<file path="config.mk">
export PLATFORM = sky130hd
export DESIGN_NAME = bcct_unit
export DESIGN_NICKNAME = d
export VERILOG_FILES = /design/src/sv/bcct_pkg.sv /design/src/sv/bcct_unit.sv
export SDC_FILE = /design/constraint.sdc
export NUM_CORES = 1
export LEC_CHECK = 0
export BUFFER_PORTS_ARGS = -buffer_cell sky130_fd_sc_hd__buf_4
export CAP_MARGIN = 40
export CORE_UTILIZATION = 50
export CTS_BUF_LIST = sky130_fd_sc_hd__clkbuf_4
export CTS_CLUSTER_DIAMETER = 50
export DETAILED_ROUTE_END_ITERATION = 10
export MAX_ROUTING_LAYER = met4
export PLACE_DENSITY = 0.69
export SKIP_LAST_GASP = 1
export SYNTH_ARGS = -nofsm -noshare
export SYNTH_HDL_FRONTEND = slang
export SYNTH_SLANG_ARGS = --single-unit
</file>
<file path="constraint.sdc">
create_clock -name clk -period 10.3 [get_ports clk]
set_input_delay 1.545 -clock clk [delete_from_list [all_inputs] [get_ports clk]]
set_output_delay 1.545 -clock clk [all_outputs]
set_load 0.01 [all_outputs]
</file>
<file path="src/sv/bcct_pkg.sv">
`timescale 1ns / 1ps
// Shared types, sizes and codes for the box and circle collision table.
// Used by the input channel interface and every module of the block; depends on nothing.
package bcct_pkg;

  // Table sizes and the index/count widths that follow from them
  localparam int MAX_BOXES   = 64;
  localparam int MAX_CIRCLES = 64;
  localparam int BOX_AW      = (MAX_BOXES > 1) ? $clog2(MAX_BOXES) : 1;
  localparam int BOX_CW      = $clog2(MAX_BOXES + 1);
  localparam int CIRC_AW     = (MAX_CIRCLES > 1) ? $clog2(MAX_CIRCLES) : 1;
  localparam int CIRC_CW     = $clog2(MAX_CIRCLES + 1);

  // Field and datapath widths
  localparam int KIND_W  = 2;
  localparam int COORD_W = 16;  // signed left/top
  localparam int SIZE_W  = 15;  // unsigned width/height
  localparam int EDGE_W  = 17;  // signed right/bottom and circle centre
  localparam int RAD_W   = 14;  // circle radius = height / 2
  localparam int DIFF_W  = 17;  // magnitude of centre-to-rectangle gap on one axis
  localparam int SQ_W    = 34;  // square of a gap, and sum of two squares

  typedef enum logic [KIND_W-1:0] {
    KIND_CLEAR      = 2'd0,
    KIND_ADD_BOX    = 2'd1,
    KIND_ADD_CIRCLE = 2'd2,
    KIND_QUERY      = 2'd3
  } kind_t;

  // Box as stored, and query rectangle: edges precomputed, nz = nonzero area
  typedef struct packed {
    logic signed [COORD_W-1:0] left;
    logic signed [COORD_W-1:0] top;
    logic signed [EDGE_W-1:0]  right;
    logic signed [EDGE_W-1:0]  bottom;
    logic                      nz;
  } rect_t;

  typedef struct packed {
    logic signed [EDGE_W-1:0] cx;
    logic signed [EDGE_W-1:0] cy;
    logic [RAD_W-1:0]         radius;
  } circle_entry_t;

  typedef enum logic [3:0] {
    ST_IDLE,
    ST_BOX,
    ST_C_RD,
    ST_C_DIFF,
    ST_C_SQX,
    ST_C_SQY,
    ST_C_SQR,
    ST_C_CMP,
    ST_EMIT
  } state_t;

  typedef enum logic [2:0] {
    UOP_IDLE,
    UOP_BOX,
    UOP_DIFF,
    UOP_SQX,
    UOP_SQY,
    UOP_SQR,
    UOP_CMP
  } unit_op_t;

  // Port controls of the two obstacle tables
  typedef struct packed {
    logic               box_we;
    logic               box_re;
    logic [BOX_AW-1:0]  box_addr;
    logic               circ_we;
    logic               circ_re;
    logic [CIRC_AW-1:0] circ_addr;
  } store_ctl_t;

endpackage

</file>
<file path="src/sv/bcct_unit.sv">
`timescale 1ns / 1ps
// Shared test unit: box overlap compare, per-axis gap, one squarer and an accumulator.
// Depends on bcct_pkg; sequenced by the top level one op per cycle.
module bcct_unit (
  input  logic                    clk,
  input  bcct_pkg::unit_op_t      op,
  input  bcct_pkg::rect_t         box,
  input  bcct_pkg::circle_entry_t circ,
  input  bcct_pkg::rect_t         query,
  output logic                    match
);
  import bcct_pkg::*;

  logic [DIFF_W-1:0] dx_r, dx_nxt, dy_r, dy_nxt;
  logic [SQ_W-1:0]   prod_r, prod_nxt, acc_r, acc_nxt;
  logic [DIFF_W-1:0] mul_a;
  logic [SQ_W-1:0]   sq;
  logic              box_hit;

  // Distance from centre coordinate c to the interval [lo, hi], lo <= hi
  function automatic logic [DIFF_W-1:0] axis_gap(
    input logic signed [EDGE_W-1:0]  c,
    input logic signed [COORD_W-1:0] lo,
    input logic signed [EDGE_W-1:0]  hi
  );
    logic signed [EDGE_W:0] below;
    logic signed [EDGE_W:0] above;
    below = {{2{lo[COORD_W-1]}}, lo} - {c[EDGE_W-1], c};
    above = {c[EDGE_W-1], c} - {hi[EDGE_W-1], hi};
    if ($signed(c) < $signed(lo)) begin
      return below[DIFF_W-1:0];
    end else if ($signed(c) > $signed(hi)) begin
      return above[DIFF_W-1:0];
    end
    return '0;
  endfunction

  // Positive-area overlap: each left/top lies strictly before the other right/bottom
  assign box_hit = box.nz && query.nz &&
                   ($signed(box.left) < $signed(query.right)) &&
                   ($signed(query.left) < $signed(box.right)) &&
                   ($signed(box.top) < $signed(query.bottom)) &&
                   ($signed(query.top) < $signed(box.bottom));

  always_comb begin
    case (op)
      UOP_SQX: mul_a = dx_r;
      UOP_SQY: mul_a = dy_r;
      default: mul_a = DIFF_W'(circ.radius);
    endcase
  end

  assign sq = SQ_W'(mul_a) * SQ_W'(mul_a);

  always_comb begin
    dx_nxt   = dx_r;
    dy_nxt   = dy_r;
    prod_nxt = prod_r;
    acc_nxt  = acc_r;
    match    = 1'b0;
    case (op)
      UOP_BOX: begin
        match = box_hit;
      end
      UOP_DIFF: begin
        dx_nxt = axis_gap(circ.cx, query.left, query.right);
        dy_nxt = axis_gap(circ.cy, query.top, query.bottom);
      end
      UOP_SQX: begin
        prod_nxt = sq;
      end
      UOP_SQY: begin
        acc_nxt  = prod_r;
        prod_nxt = sq;
      end
      UOP_SQR: begin
        acc_nxt  = acc_r + prod_r;
        prod_nxt = sq;
      end
      UOP_CMP: begin
        // Strictly inside: squared distance below squared radius
        match = (acc_r < prod_r);
      end
      default: begin
        match = 1'b0;
      end
    endcase
  end

  always_ff @(posedge clk) begin
    dx_r   <= dx_nxt;
    dy_r   <= dy_nxt;
    prod_r <= prod_nxt;
    acc_r  <= acc_nxt;
  end

endmodule

</file>
Word-level counts from Yosys, hierarchy flattened
Cells that the tools add are included.
Word-level totals
  flip-flop bits (word level): 102
  output and inout port bits: 1
  logic and storage cells: 45
Operators by class
  $add $sub $neg: 5
  multipliers: 1
  $lt $le $gt $ge: 9
  equality and inequality tests: 6
  multiplexer cells: 13
  reduce and logical (&&, ||, !) cells: 7
Operators by type and width (number)
  $lt A16 B17 Y1: 4
  $mux W17: 4
  $pmux W34 S2: 1
  $add A34 B34 Y34: 1
  $gt A17 B17 Y1: 2
  $lt A17 B16 Y1: 2
  $lt A34 B34 Y1: 1
  $mul A17 B17 Y34: 1
  $pmux W17 S2: 1
  $sub A16 B17 Y17: 2
  $sub A17 B17 Y17: 2
  $eq A3 B3 Y1 const B: 3
  $eq A3 B2 Y1 const B: 2
  $mux W1: 6
  $logic_and A1 B1 Y1: 5
  $eq A3 B1 Y1 const B: 1
  $reduce_or A3 Y1: 1
  $pmux W1 S2: 1
  $reduce_bool A2 Y1: 1

Longest topological paths before layout
Gate-level depths: netlist of run 1.
  depth after elaboration: 6
  gate-level depth with buffers: 31
  gate-level depth less buffers: 29

Worst setup path before layout of run 1
No wires, ideal clock.
  path type: input -> register
  start point: in op[0]
  end point: reg prod_r[33], data pin
  arrival time: 8.314 ns
  data required time: 10.041 ns
  path slack: 1.727 ns
  stages: 29
  path through: or2_2 -> clkbuf_1 -> clkbuf_1 -> o22ai_1 -> nand2_1 -> o311ai_1 -> clkinv_1 -> nand2_1 -> inv_1 -> fa_1 -> inv_1 -> fa_1 -> inv_1 -> fa_1 -> fa_1 -> fa_1 -> inv_1 -> fa_1 -> inv_1 -> ha_1 -> a211oi_1 -> a32oi_1 -> and3_1 -> a221o_1 -> a21oi_1 -> o21a_1 -> o221ai_1 -> a21oi_1 -> xnor2_1
Between the ends
  cells in the longest elaborated chain, start to end: 3
Ends and longest elaborated chain
  start, declared: line bcct_unit.sv:6  | input bcct_pkg::unit_op_t op,
  $eq A3 B3 Y1 or $eq A3 B2 Y1 (tied branches): line bcct_unit.sv:46  | case (op)
  $pmux W17 S2 (*): line bcct_unit.sv:46
  $mul A17 B17 Y34 (*): line bcct_unit.sv:53  | assign sq = SQ_W'(mul_a) * SQ_W'(mul_a);
  net sq[33]: line bcct_unit.sv:17  | logic [SQ_W-1:0] sq;
  end signal, assigned: line bcct_unit.sv:93  | prod_r <= prod_nxt;
  end, declared: line bcct_unit.sv:15  | logic [SQ_W-1:0] prod_r, prod_nxt, acc_r, acc_nxt;
Mark *: on every way through the listed nets, which the timed path passes. The rest lies on a longest branch.
A chain may end at the register's enable or synchronous reset.

Final worst setup path of run 1
  start point: in op[2]
  end point: reg prod_r[33], data pin
Same word-level chain as after synthesis.

==> PnR_summary.wiki, run 1 <==
{| class="wikitable"
! Metric !! Value
|-
| Status || completed
|-
| Buffers from clock root to sink, at most || 2
|-
| Worst rel slew slack || 0.443
|-
| Buffers on Ports || ~190
|-
| Leading register cell type out of synthesis || sky130_fd_sc_hd__edfxtp_1
|-
| Root cell of the clock tree || sky130_fd_sc_hd__clkbuf_4
|-
| RD Place Congestion || around 0.93
|-
| Total length of routed wires || a little over 50 mm
|-
| CTS tree || yes
|-
| Library cell occupying the most area in the post-synthesis netlist || sky130_fd_sc_hd__fa_1
|-
| Die Span X || approximately 200 µm
|-
| Die outline area || around 40000 µm²
|-
| Slowest-stage cell, CP || sky130_fd_sc_hd__fa_1
|-
| # nets final || around 3100
|-
| Initial standard-cell utilization of the core || 0.506
|-
| Total half-perimeter wirelength after legalization and detailed placement || between 40 and 50 mm
|-
| Sinks on Clock Net || approximately 100
|-
| Post-Synthesis Cell Area || ~20000 µm²
|-
| Inserted Clock Buffers || 9
|-
| Starting DRT DRC Count || 899
|-
| Max-cap check violation count || 0
|-
| Number of antenna violations at the first check in global routing || 3
|-
| Synthesized Nets || a little under 3000
|-
| Cell mode on critical path || sky130_fd_sc_hd__fa_1
|-
| Seq/Total Area, Yosys || 0.155
|-
| Clock transition at the register clock pins on the worst setup and hold paths after CTS || between 0.15 and 0.2 ns
|-
| Critical path arrival || 9.42 ns
|-
| Syn-to-layout area delta || 11.2%
|-
| Unrepaired setup endpoints after global routing || false
|-
| Latest clock arrival within the worst-skew pair || around 0.52 ns
|-
| Core outline area || roughly 39000 µm²
|-
| Per-instance average area after synthesis || ~8.5 µm²
|-
| Number of top-level design ports || between 150 and 200
|-
| Post-CTS setup buffers || 0
|-
| WL/cell || around 17 µm
|-
| Number of register bits inferred by synthesis || 101
|-
| Synth top cells by count || 470 x sky130_fd_sc_hd__inv_1, 302 x sky130_fd_sc_hd__ha_1, 194 x sky130_fd_sc_hd__fa_1
|-
| Number of hold-slack violations in the final timing report || 0
|-
| Total of endpoints with negative setup slack in the final report || 0
|-
| Proportion of synthesized flip-flops having asynchronous set or reset || 0
|-
| Data required time of the worst path || 10.59 ns
|-
| Total negative slack || 0 ns
|-
| Total global-route track usage || 0.270
|-
| CTS H-Tree Depth || 3
|-
| Vias in the first global route || 16900
|-
| Kind of critical path || primary input to register
|-
| Largest stage delay on the critical path || ~0.61 ns
|-
| Leftover overflow at the end of global routing || 0
|-
| Chip Height || around 200 µm
|-
| Number of buffers added to fix hold violations after cts || 0
|-
| First-pass GRT wire length || about 80 mm
|-
| Worst setup EP type || register
|-
| Synthesis warning total || 0
|-
| Class of the worst hold path || register to register
|-
| Final Cycle Share || 0.886
|-
| Dominant cell by count in the synthesized netlist || sky130_fd_sc_hd__inv_1
|-
| Post-Route Skew || about 0.022 ns
|-
| Share of layout cells above drive strength 1 || 0.102
|-
| Number of instances resized during post-cts repair || 0
|-
| Count of cell types in the netlist || 73
|-
| Mean number of vias per cell || 5.47
|-
| Final critical path time including I/O delays and setup || a little over 9 ns
|-
| Maximum clock rate || ~0.11 GHz
|-
| Total number of vias || roughly 16000
|-
| Highest net fanout along the worst path || 44
|-
| TritonRoute pass-1 iters || 5
|-
| Transition time at the pin with the least slew margin || ~0.84 ns
|-
| Startpoint class of the critical path || primary input
|-
| Cells after synthesis || roughly 2300
|-
| Number of flops mapped to enable cells by yosys || 101
|-
| Largest cells by area after synthesis || sky130_fd_sc_hd__fa_1 20%, sky130_fd_sc_hd__ha_1 19%, sky130_fd_sc_hd__edfxtp_1 16%, sky130_fd_sc_hd__inv_1 9.0%, sky130_fd_sc_hd__nand2_1 3.5%
|-
| Yosys top cell area share || 0.199
|-
| Antenna-violating nets left || 0
|-
| Final Slew Violations || 0
|-
| Number of design rule violations left after detail routing || 0
|-
| Maximum number of pins on one net before global-route repair || 52
|-
| Total number of placement rows || ~70
|}
-- registers in the layout, summed over array words and instances, names as in the netlist --
name / flops
acc_r: 34
dy_r: 17
prod_r: 33
dx_r: 17
-- through the flow --
step	instances	cell area [µm²]	worst slack (ns)	hold WS [ns]	utilization
after floorplan	2302	19500	1.73	0.522	-
after global placement	2968	21500	0.966	0.571	0.558
after detailed placement	2971	21500	0.699	0.588	0.559
after CTS	2987	21700	1.27	0.628	0.563
after global routing	2992	21700	0.774	0.638	0.563
final	2992	21700	1.17	0.631	0.563
-- worst max-delay path: cells and delay by family --
kind                     cells  cell delay [ns]
AO/OA/AOI/OAI                8             1.99
XOR/XNOR                     1             0.09
adder cells (fa/ha/maj)      7             3.28
buffers and inverters        6             1.51
AND/OR/NAND/NOR              3             0.98
-- worst paths after layout --
path	slack [ns]	cells after the start	from	endpoint
max	1.17	25	op[2]	prod_r[33]
min reg2reg	0.63	2	prod_r[32]	acc_r[32]
min	0.63	2	prod_r[32]	acc_r[32]
max reg2reg	2.93	25	dx_r[10]	prod_r[33]
-- cell families after synthesis --
logic type      count (synthesis)  share of synthesized area
compound gates                508                      0.169
buf+inv                       532                      0.102
mux                             4                    0.00205
fa+ha+maj                     496                      0.393
flops                         101                      0.155
simple gates                  548                      0.128
xor+xnor                      113                     0.0507
-- layout by cell type, fill, tap and decap left out, drive strengths merged, types with 12 or more instances in the layout --
| cell type | synthesis | routed |
|---|---|---|
| a31oi | 12 | 12 |
| nand4 | 19 | 19 |
| a21oi | 128 | 128 |
| o21ai | 129 | 129 |
| a21o | 36 | 36 |
| fa | 194 | 194 |
| o21bai | 19 | 19 |
| nor2b | 29 | 29 |
| o22ai | 38 | 38 |
| xor2 | 36 | 36 |
| nand3 | 30 | 30 |
| nor3 | 41 | 41 |
| inv | 470 | 473 |
| xnor2 | 77 | 77 |
| o21a | 23 | 23 |
| a211oi | 16 | 16 |
| buf | 9 | 206 |
| nand2 | 183 | 183 |
| nand2b | 26 | 26 |
| ha | 302 | 302 |
| edfxtp | 101 | 101 |
| nor2 | 168 | 168 |
-- layer usage --
layer	GRT usage	vias up	share of wire
li1	-	8061	-
met3	0.0408	92	0.054
met1	0.325	7720	0.44
met2	0.458	506	0.48
met5	-	-	0
met4	0.0930	0	0.031
-- layout make-up --
class / count / area (µm²)
diodes: 3 / 7.51
clock buffers: 9 / 67.6
clock inverters: 7 / 81.3
fillers: 3534 / 16800
inverters: 476 / 1790
multi-input cells: 1669 / 14500
flip-flops and latches: 101 / 3030
well taps: 518 / 648
repair buffers: 209 / 1580
Power of run 1 is left out: the tool's default activity adds up to more than one toggle a clock period on the data nets, which glitch-free logic cannot reach.
==> inputs of run 2 (changes only) <==
--- a/config.mk
+++ b/config.mk
@@ -5,14 +5,16 @@
 export SDC_FILE = /design/constraint.sdc
 export NUM_CORES = 1
 export LEC_CHECK = 0
+export ABC_AREA = 1
 export BUFFER_PORTS_ARGS = -buffer_cell sky130_fd_sc_hd__buf_4
 export CAP_MARGIN = 40
 export CORE_UTILIZATION = 50
 export CTS_BUF_LIST = sky130_fd_sc_hd__clkbuf_4
 export CTS_CLUSTER_DIAMETER = 50
+export CTS_CLUSTER_SIZE = 20
 export DETAILED_ROUTE_END_ITERATION = 10
 export MAX_ROUTING_LAYER = met4
-export PLACE_DENSITY = 0.69
+export PLACE_DENSITY = 0.71
 export SKIP_LAST_GASP = 1
 export SYNTH_ARGS = -nofsm -noshare
 export SYNTH_HDL_FRONTEND = slang
==> constraint.sdc (replaced) <==
create_clock -name clk -period 7.9 [get_ports clk]
set_input_delay 1.185 -clock clk [delete_from_list [all_inputs] [get_ports clk]]
set_output_delay 1.185 -clock clk [all_outputs]
set_load 0.01 [all_outputs]
==> run 2 against run 1 <==
Register-to-register slack worse by 1.4 ns. Critical path depth is 1 higher. Worst hold slack hardly changed. Via count is 23% higher. Synthesized cell count is 33% higher. Critical endpoint is now prod_r[26]. Design area is 11% higher. Sequential share of layout area is 1.4 points lower. Count of clock-buffer cells in the layout stayed put. Wire length is 22% higher.
==> PnR_summary.wiki, run 2 <==
{| class="wikitable"
! Metric !! Value
|-
| Number of filler instances in the final layout || 4237
|-
| Total length of routed wires || between 60 and 70 mm
|-
| Data required time of the worst path || just over 8 ns
|-
| Starting DRT DRC Count || ~1500
|-
| Total global-route track usage || 0.294
|-
| Endpoint of the most critical register-to-register path || prod_r[32]
|-
| Die outline area || between 40000 and 50000 µm²
|-
| Total number of vias || approximately 20000
|-
| Number of buffers added to fix hold violations after cts || 0
|-
| Main combinational cell family by area after synthesis || adder cells
|-
| Power Density || 388 nW/µm²
|-
| Placed cell area || ~24000 µm²
|-
| Number of flip-flops under the largest register name || 34
|-
| Number of flops mapped to enable cells by yosys || about 100
|-
| Chip Height || 210 µm
|-
| Count of cell types in the netlist || 52
|-
| Post-CTS setup buffers || 0
|-
| Total of endpoints with negative setup slack in the final report || 0
|-
| Number of hold-slack violations in the final timing report || 0
|-
| Worst hold margin || about 0.63 ns
|-
| Registers with the most flip-flops || acc_r: 34 flops, prod_r: 33 flops
|-
| Synthesized Nets || approximately 3800
|-
| Latest clock arrival within the worst-skew pair || 0.50 ns
|-
| Final design instance area without fill || ~24000 µm²
|-
| Leading register cell type out of synthesis || sky130_fd_sc_hd__edfxtp_1
|-
| Buffers on Ports || around 190
|-
| Sinks on Clock Net || just over 100
|-
| Per-instance average area after synthesis || slightly above 7 µm²
|-
| Static Leak || about 0.013 µW
|-
| Largest stage delay on the critical path || approximately 0.53 ns
|-
| Final Cycle Share || 0.922
|-
| Seq/Total Area, Yosys || 0.140
|-
| Maximum clock rate || about 0.14 GHz
|-
| CTS H-Tree Depth || 3
|-
| Final Slew Violations || 0
|-
| Transition time at the pin with the least slew margin || 0.602 ns
|-
| Synth Area in Simple Gates || 0.247
|-
| Cell mode on critical path || sky130_fd_sc_hd__fa_1
|-
| Number of instances resized during post-cts repair || 0
|-
| Mean number of vias per cell || roughly 5.2
|-
| Worst rel slew slack || 0.594
|-
| Sequential cell area || just over 3000 µm²
|-
| CTS tree || yes
|-
| Cells after synthesis || around 3100
|-
| Root cell of the clock tree || sky130_fd_sc_hd__clkbuf_4
|-
| Max-cap check violation count || 0
|-
| Worst Hold Endpoint || acc_r[18]
|-
| Total area of multi-input combinational cells || ~16000 µm²
|-
| Number of register bits inferred by synthesis || 101
|-
| Slack of the worst reg-to-reg path || 1.54 ns
|-
| Total negative slack || 0 ns
|-
| Final critical path time including I/O delays and setup || 7.28 ns
|-
| Worst Reg2Reg Path Length in Cells || 24
|-
| Leftover overflow at the end of global routing || 0
|-
| Multiplexer fraction of the synthesized cell area || 0
|-
| Number of top-level design ports || 187
|-
| Clock transition at the register clock pins on the worst setup and hold paths after CTS || approximately 0.17 ns
|-
| Core outline area || between 40000 and 50000 µm²
|-
| Initial standard-cell utilization of the core || 0.505
|-
| Share of the synthesized netlist area taken by xor and xnor gates || 0.0306
|-
| Post-Synthesis Cell Area || roughly 22000 µm²
|-
| Maximum number of pins on one net before global-route repair || between 40 and 50
|-
| Biggest register || acc_r
|-
| Total placed cells including tap cells || 3839
|-
| Status || completed
|-
| First-pass GRT wire length || around 100 mm
|-
| Die Span X || 210 µm
|-
| Kind of critical path || primary input to register
|-
| IR Drop Worst-Case VDD || ~0.7 mV
|-
| Synthesis warning total || 0
|-
| Buffers from clock root to sink, at most || 2
|-
| Post-Route Skew || ~0.042 ns
|-
| Share of layout cells above drive strength 1 || 0.0896
|-
| Antenna-violating nets left || 0
|-
| Largest cells by area after synthesis || sky130_fd_sc_hd__fa_1 18%, sky130_fd_sc_hd__ha_1 17%, sky130_fd_sc_hd__edfxtp_1 14%, sky130_fd_sc_hd__inv_1 12%, sky130_fd_sc_hd__nand2_1 12%
|-
| Number of design rule violations left after detail routing || 0
|-
| RD Place Congestion || ~1.0
|-
| Worst hold stages || 2
|-
| Highest net fanout along the worst path || 18
|-
| Synth Area in Compound Gates || 0.0971
|-
| Inserted Clock Buffers || 9
|-
| Total number of placement rows || 76
|-
| Total half-perimeter wirelength after legalization and detailed placement || between 50 and 60 mm
|-
| TritonRoute pass-1 iters || 7
|-
| Critical path arrival || 7.54 ns
|-
| Synth top cells by count || 700 x sky130_fd_sc_hd__inv_1, 691 x sky130_fd_sc_hd__nand2_1, 302 x sky130_fd_sc_hd__ha_1
|-
| Pwr Total || between 9000 and 10000 µW
|-
| Proportion of synthesized flip-flops having asynchronous set or reset || 0
|-
| Worst setup EP type || register
|-
| HP Start || prod_r[18]
|-
| Fraction of the mapped netlist area in adder cells || 0.353
|-
| Leading cell type in the layout, fill and taps excluded || sky130_fd_sc_hd__inv_1
|-
| Library cell occupying the most area in the post-synthesis netlist || sky130_fd_sc_hd__fa_1
|-
| # nets final || between 3000 and 4000
|-
| Unrepaired setup endpoints after global routing || false
|-
| Syn-to-layout area delta || 10.8%
|-
| Class of the worst hold path || register to register
|-
| Slowest-stage cell, CP || sky130_fd_sc_hd__fa_1
|-
| Yosys top cell area share || 0.179
|-
| Commonest non-fill, non-tap cells in the layout || 700 x sky130_fd_sc_hd__inv_1, 691 x sky130_fd_sc_hd__nand2_1, 302 x sky130_fd_sc_hd__ha_1, 282 x sky130_fd_sc_hd__nor2_1, 217 x sky130_fd_sc_hd__buf_4
|-
| Number of standard cells in the layout, taps in and fillers out || 3863
|-
| Launch point of the worst reg-to-reg path || dy_r[9]
|-
| Number of antenna violations at the first check in global routing || 7
|-
| Vias in the first global route || slightly above 20000
|-
| Dominant cell by count in the synthesized netlist || sky130_fd_sc_hd__inv_1
|-
| WL/cell || roughly 16 µm
|-
| Startpoint class of the critical path || primary input
|}
==> run 2: changes by cell type in the layout (fill, tap and decap cells not counted), sizes merged, moves of 25 or more <==
cell    before  now
xnor2       77   23
inv        473  714
nand2b      26    1
nor2b       29    0
nand2      183  697
o22ai       38    4
nor2       168  296
a21oi      128  211
nand3       30  161
==> run 2: worst max path at each step <==
stage                     startpoint         end  slack, ns  cells past startpoint
after global placement         op[2]  prod_r[32]       0.12                     27
after CTS                      op[2]  prod_r[32]       0.53                     27
after detailed placement       op[2]  prod_r[32]      -0.04                     27
final                          op[2]  prod_r[26]       0.62                     26
after floorplan                op[2]  prod_r[32]       0.70                     30
after global routing           op[2]  prod_r[26]       0.15                     26
==> run 2: kinds of logic (layout without fill, tap and decap cells) <==
kind of cell               count (synthesis)  in the layout
other                                      0              8
adders and majority gates                496            496
AOI/OAI and AO/OA                        388            388
and+or+nand+nor                         1263           1263
xor gates and xnor gates                  76             76
DFF                                      101            101
buffers and inverters                    747            946
==> run 2: critical path, delay by kind of cell <==
family,cells,cell delay (ns)
AND/OR/NAND/NOR,8,1.41
AO/OA/AOI/OAI,2,0.55
adder cells (fa/ha/maj),7,3.36
buffers and inverters,8,0.88
XOR/XNOR,1,0.14
==> run 2: cell type report <==
| type | count | area share |
|---|---|---|
| inverters | 713 | 0.111 |
| clock inverters | 7 | 0.00411 |
| multi-input cells | 2223 | 0.657 |
| flip-flops and latches | 101 | 0.126 |
| diodes | 8 | 0.000832 |
| repair buffers | 217 | 0.0677 |
| well taps | 585 | 0.0304 |
| clock buffers | 9 | 0.00281 |
==> run 2: power by group <==
part	internal, µW	total [µW]	switching, µW
combinational	2800	7880	5080
sequential	1050	1140	91.4
clock	131	326	195
total	3980	9340	5360
==> run 2: routing by layer <==
metal	routed length, µm	part of all wire	vias to the layer above	global-route usage
met1	26400	0.42	9409	0.351
met3	2980	0.048	110	0.0295
met4	2070	0.033	0	0.0900
met5	0	0	-	-
met2	30900	0.50	622	0.520
li1	-	-	10000	-
==> run 2: per-stage QoR <==
| stage | setup WS [ns] | utilization |
|---|---|---|
| after global routing | 0.154 | 0.560 |
| after floorplan | 0.703 | - |
| final | 0.615 | 0.560 |
| after CTS | 0.531 | 0.560 |
| after global placement | 0.122 | 0.556 |
| after detailed placement | -0.0445 | 0.556 |
No activity file was read; power rests on OpenSTA's default activity.
